==> src/hdl/usbtd_pkg.sv <==
// Package for the USB transfer descriptor builder.
// Holds field widths, packet and status codes, and the controller/datapath structs.
package usbtd_pkg;

  localparam int LEN_W    = 11;
  localparam int OFF_W    = 16;
  localparam int LIM_W    = 18;
  localparam int ROW_W    = 32;

  localparam logic [1:0] CMD_BULK  = 2'd0;
  localparam logic [1:0] CMD_CTRL  = 2'd1;
  localparam logic [1:0] CMD_CLEAR = 2'd2;

  localparam logic [1:0] PID_SETUP = 2'd0;
  localparam logic [1:0] PID_IN    = 2'd1;
  localparam logic [1:0] PID_OUT   = 2'd2;

  localparam logic [1:0] ST_OK    = 2'd0;
  localparam logic [1:0] ST_MANY  = 2'd1;
  localparam logic [1:0] ST_EMPTY = 2'd2;

  localparam logic [LEN_W-1:0] NULL_CODE = 11'd2047;

  localparam logic [2:0] KIND_SETUP     = 3'd0;
  localparam logic [2:0] KIND_DATA      = 3'd1;
  localparam logic [2:0] KIND_STATUS    = 3'd2;
  localparam logic [2:0] KIND_ERR_MANY  = 3'd3;
  localparam logic [2:0] KIND_ERR_EMPTY = 3'd4;

  typedef struct packed {
    logic       load;
    logic       limit;
    logic       emit;
    logic [2:0] kind;
    logic       wb;
  } ctl_cmd_t;

  typedef struct packed {
    logic is_bulk;
    logic empty;
    logic too_many;
    logic data_last;
    logic data_none;
    logic out_free;
  } dp_stat_t;

endpackage

==> src/hdl/usbtd_ctrl.sv <==
// Controller state machine of the USB transfer descriptor builder.
// Depends on usbtd_pkg for the command and status structs.
module usbtd_ctrl (
  input  logic                clk,
  input  logic                rst_n,
  input  logic                in_valid,
  input  logic [1:0]          in_command,
  output logic                in_ready,
  input  usbtd_pkg::dp_stat_t stat,
  output usbtd_pkg::ctl_cmd_t cmd
);
  import usbtd_pkg::*;

  localparam logic [3:0] S_IDLE  = 4'd0;
  localparam logic [3:0] S_MUL   = 4'd1;
  localparam logic [3:0] S_EVAL  = 4'd2;
  localparam logic [3:0] S_BULK  = 4'd3;
  localparam logic [3:0] S_WB    = 4'd4;
  localparam logic [3:0] S_SETUP = 4'd5;
  localparam logic [3:0] S_DATA  = 4'd6;
  localparam logic [3:0] S_STAT  = 4'd7;
  localparam logic [3:0] S_ERRM  = 4'd8;
  localparam logic [3:0] S_ERRE  = 4'd9;

  logic [3:0] state_r, state_nxt;

  always_ff @(posedge clk) begin
    if (!rst_n) begin
      state_r <= S_IDLE;
    end else begin
      state_r <= state_nxt;
    end
  end

  assign in_ready = (state_r == S_IDLE);

  always_comb begin
    state_nxt = state_r;
    cmd       = '0;
    cmd.kind  = KIND_DATA;
    case (state_r)
      S_IDLE: begin
        cmd.load = in_valid;
        if (in_valid && (in_command == CMD_BULK || in_command == CMD_CTRL)) begin
          state_nxt = S_MUL;
        end
      end
      S_MUL: begin
        cmd.limit = 1'b1;
        state_nxt = S_EVAL;
      end
      S_EVAL: begin
        if (stat.is_bulk && stat.empty) begin
          state_nxt = S_ERRE;
        end else if (stat.too_many) begin
          state_nxt = S_ERRM;
        end else if (stat.is_bulk) begin
          state_nxt = S_BULK;
        end else begin
          state_nxt = S_SETUP;
        end
      end
      S_BULK: begin
        if (stat.out_free) begin
          cmd.emit = 1'b1;
          if (stat.data_last) begin
            state_nxt = S_WB;
          end
        end
      end
      S_WB: begin
        cmd.wb    = 1'b1;
        state_nxt = S_IDLE;
      end
      S_SETUP: begin
        cmd.kind = KIND_SETUP;
        if (stat.out_free) begin
          cmd.emit  = 1'b1;
          state_nxt = stat.data_none ? S_STAT : S_DATA;
        end
      end
      S_DATA: begin
        if (stat.out_free) begin
          cmd.emit = 1'b1;
          if (stat.data_last) begin
            state_nxt = S_STAT;
          end
        end
      end
      S_STAT: begin
        cmd.kind = KIND_STATUS;
        if (stat.out_free) begin
          cmd.emit  = 1'b1;
          state_nxt = S_IDLE;
        end
      end
      S_ERRM: begin
        cmd.kind = KIND_ERR_MANY;
        if (stat.out_free) begin
          cmd.emit  = 1'b1;
          state_nxt = S_IDLE;
        end
      end
      S_ERRE: begin
        cmd.kind = KIND_ERR_EMPTY;
        if (stat.out_free) begin
          cmd.emit  = 1'b1;
          state_nxt = S_IDLE;
        end
      end
      default: begin
        state_nxt = S_IDLE;
      end
    endcase
  end

endmodule

==> config.mk <==
export PLATFORM = sky130hd
export DESIGN_NAME = usbtd_ctrl
export DESIGN_NICKNAME = d
export VERILOG_FILES = /design/src/hdl/usbtd_pkg.sv /design/src/hdl/usbtd_ctrl.sv
export SDC_FILE = /design/constraint.sdc
export NUM_CORES = 1
export LEC_CHECK = 0
export BUFFER_PORTS_ARGS = -buffer_cell sky130_fd_sc_hd__buf_2
export CAP_MARGIN = 20
export CORE_AREA = 4 4 41 43
export CTS_CLUSTER_DIAMETER = 30
export DETAILED_ROUTE_END_ITERATION = 12
export DIE_AREA = 0 0 45 47
export GPL_TIMING_DRIVEN = 0
export PLACE_DENSITY = 0.72
export SLEW_MARGIN = 20
export SYNTH_ARGS = -nofsm -noshare
export SYNTH_HDL_FRONTEND = slang
export SYNTH_SLANG_ARGS = --single-unit
export TNS_END_PERCENT = 50
==> constraint.sdc <==
create_clock -name clk -period 2.2 [get_ports clk]
set_input_delay 0.33 -clock clk [delete_from_list [all_inputs] [get_ports clk]]
set_output_delay 0.33 -clock clk [all_outputs]
set_load 0.03 [all_outputs]
==> run summary <==
Clock Root Buffer -> clkbuf_4
final net count -> 96
Die Y -> 47 um
CTS Hold Buffers Added -> 0
Worst R2R Setup Slack -> 810 ps
CTS H-Tree Depth -> 1
WL final -> 1.173 mm
clock slew at reported path FFs -> 40 ps
slowest cell delay on critical path -> 390 ps
Slew headroom -> 67.17%
aggregate global-route resource usage -> 12.46%
adder-cell share of the synthesized area -> 0%
worst-path maximum fanout -> 10
crit path capture type -> output port
met1 Use GR -> 14.93%
Core Util, Final -> 46.06%
Synth Net Count -> 74
Final period util -> 82.69%
share of cells above drive strength 1 -> 34.94%
Top cell by count, worst path -> a21oi_1
Ys Warns -> 0
Worst Path Arrival -> 1490 ps
Netlist cell types -> 30
hpwl dp -> 898 um
TritonRoute pass-1 iters -> 4
post-CTS setup repair buffer count -> 0
ANT nets after route -> 0
sequential share of the synthesized area -> 17.16%
share of the synthesized area in the top cell type -> 17.16%
RSZ-0062 raised after global routing -> no
total power -> 708.2 uW
Setup Slack @ Placement -> 632.1 ps
PwrDens -> 1182 mW/mm2
largest net degree at the start of global routing -> 11
Sink Count -> 4
outcome -> completed
Synth Area in Compound Gates -> 30.03%
Post-synth EDFFs -> 0
xor/xnor share of the synthesized area -> 1.877%
Die Wd -> 45 um
Avg Vias per Cell -> 5.276
vias in the first global route -> 452
mapped cell area -> 466.7 um2
Num CTS Buffers -> 3
Die Area -> 0.002115 mm2
core region area -> 0.001301 mm2
first-pass GRT wire length -> 1.897 mm
CP startpoint -> state_r[2]
Post-CTS Resized -> 0
met2 Track Usage GR -> 19.21%
Commonest cells post-synth -> nand2_1 (9), a21oi_1 (7), nor2_1 (5)
count leader, synth -> nand2_1
hold crit path type -> input port to flip-flop
Final min period -> 1819 ps
delay-heaviest family, CP -> buffers and inverters
Regs by FF count -> state_r: 4 flops
RR Startpoint -> state_r[0]
Yosys reg bits -> 4
Initial Util -> 35.87%
dominant synthesized flop cell -> dfxtp_1
fin. max-slew vios -> 0
worst path required time -> 1870 ps
crit path buf inv count -> 2
clock tree buffer depth -> 2
met3 usage -> 6.130%
post-synthesis mux area share -> 6.434%
DR vias -> 517
Residual DRC -> 0
Inst Count DP -> 95
post-DR wirelength/cell -> 11.97 um
Worst Skew -> 6.566 ps
Fin Setup TNS -> 0 ps
IO buf count -> 17
setup slack after layout -> 380.7 ps
GPL Wtd Cong -> 0.7754
Critical Path, Cell by Cell -> clkbuf_4 > o21ai_0 > a21oi_1 > a21oi_1 > nor2b_1 > buf_2
Diodes inserted -> 0
DR iter-0 viols -> 12
Top reg by flops -> state_r
fmax -> 549.7 MHz
Slew @ Worst Pin -> 492.5 ps
leakage power -> 0.0002416 uW
synth top area cells -> dfxtp_1 (17%), a21oi_1 (7.5%), nand2_1 (7.2%)
Top Usage Layer GRT -> met2
async set or reset register ratio after synthesis -> 0%
Non-Filler Instances -> 98
final setup fails -> 0
floorplan row count -> 13
CTS tree -> done
syn avg cell area -> 7.408 um2
initial antenna violation count -> 0
IO Pins -> 19
Layout area overhead -> 28.42%
Setup crit start kind -> flip-flop
Worst-Skew Late Latency -> 240 ps
Synth Area in Simple Gates -> 35.66%
largest family of logic cells by synthesized area -> simple AND/OR/NAND/NOR gates
worst vdd ir -> 0.0006506 V
critical path class -> flip-flop to output port
max reg flops -> 4
slowest CP cell -> dfxtp_1
Hold Crit Start -> rst_n
total congestion overflow -> 0
Maximum Capacitance Violations -> 0
Final Hold Vio Count -> 0
Synth Instances -> 63
post-synth top area cell -> dfxtp_1
[metal layers]
layer / routed length [um] / share of wire (%) / vias up
met1: 528 / 45 / 232
met2: 549 / 47 / 17
met3: 94 / 8.0 / 0
met4: 0 / 0 / 0
li1: - / - / 268
met5: 0 / 0 / -
[final timing paths]
kind | end | cells past startpoint
worst max-delay path | cmd[4] | 6
worst min-delay path | state_r[1] | 2
worst max register to register | state_r[1] | 4
worst min register to register | state_r[3] | 3
[stage by stage]
stage / hold slack [ps] / cell area [um2]
finish: 392.0 / 599.3
global route: 392.7 / 599.3
CTS: 385.0 / 599.3
detailed placement: 639.8 / 576.8
global placement: 636.7 / 576.8
floorplan: 471.9 / 473.0
[layout by cell type, fill, tap and decap left out, types with 2 or more instances in the layout]
cell       n
mux2i_1    3
nor2b_1    3
o21ai_0    4
nand2b_1   3
dfxtp_1    4
nor2_1     5
buf_6      2
a21oi_1    7
nor3b_1    2
clkbuf_4   4
nand2_1    9
buf_2     17
[report_power, final]
| group | internal (uW) | total [uW] | switching, uW | leakage [uW] |
|---|---|---|---|---|
| clock | 61.1 | 92.0 | 30.9 | 0.0000138 |
| sequential | 93.4 | 120 | 26.5 | 0.0000328 |
| combinational | 208 | 496 | 289 | 0.000195 |
| total | 362 | 708 | 346 | 0.000242 |
[logic make-up (layout without fill, tap and decap cells)]
group / Yosys count / count (layout)
xor gates and xnor gates: 1 / 1
and+or+nand+nor: 31 / 31
DFF: 4 / 4
AOI/OAI and AO/OA: 18 / 18
muxes: 3 / 3
buffers and inverters: 6 / 26
[area by class of cell]
cell class / instances / area (um2)
Buffer: 4 / 33.78
Timing Repair Buffer: 17 / 85.08
Inverter: 2 / 7.507
Multi-Input combinational cell: 53 / 351.6
Sequential cell: 4 / 80.08
Fill cell: 150 / 701.9
Tap cell: 15 / 18.77
Clock buffer: 3 / 22.52
Note: power is estimated with default switching activity, not from simulation.
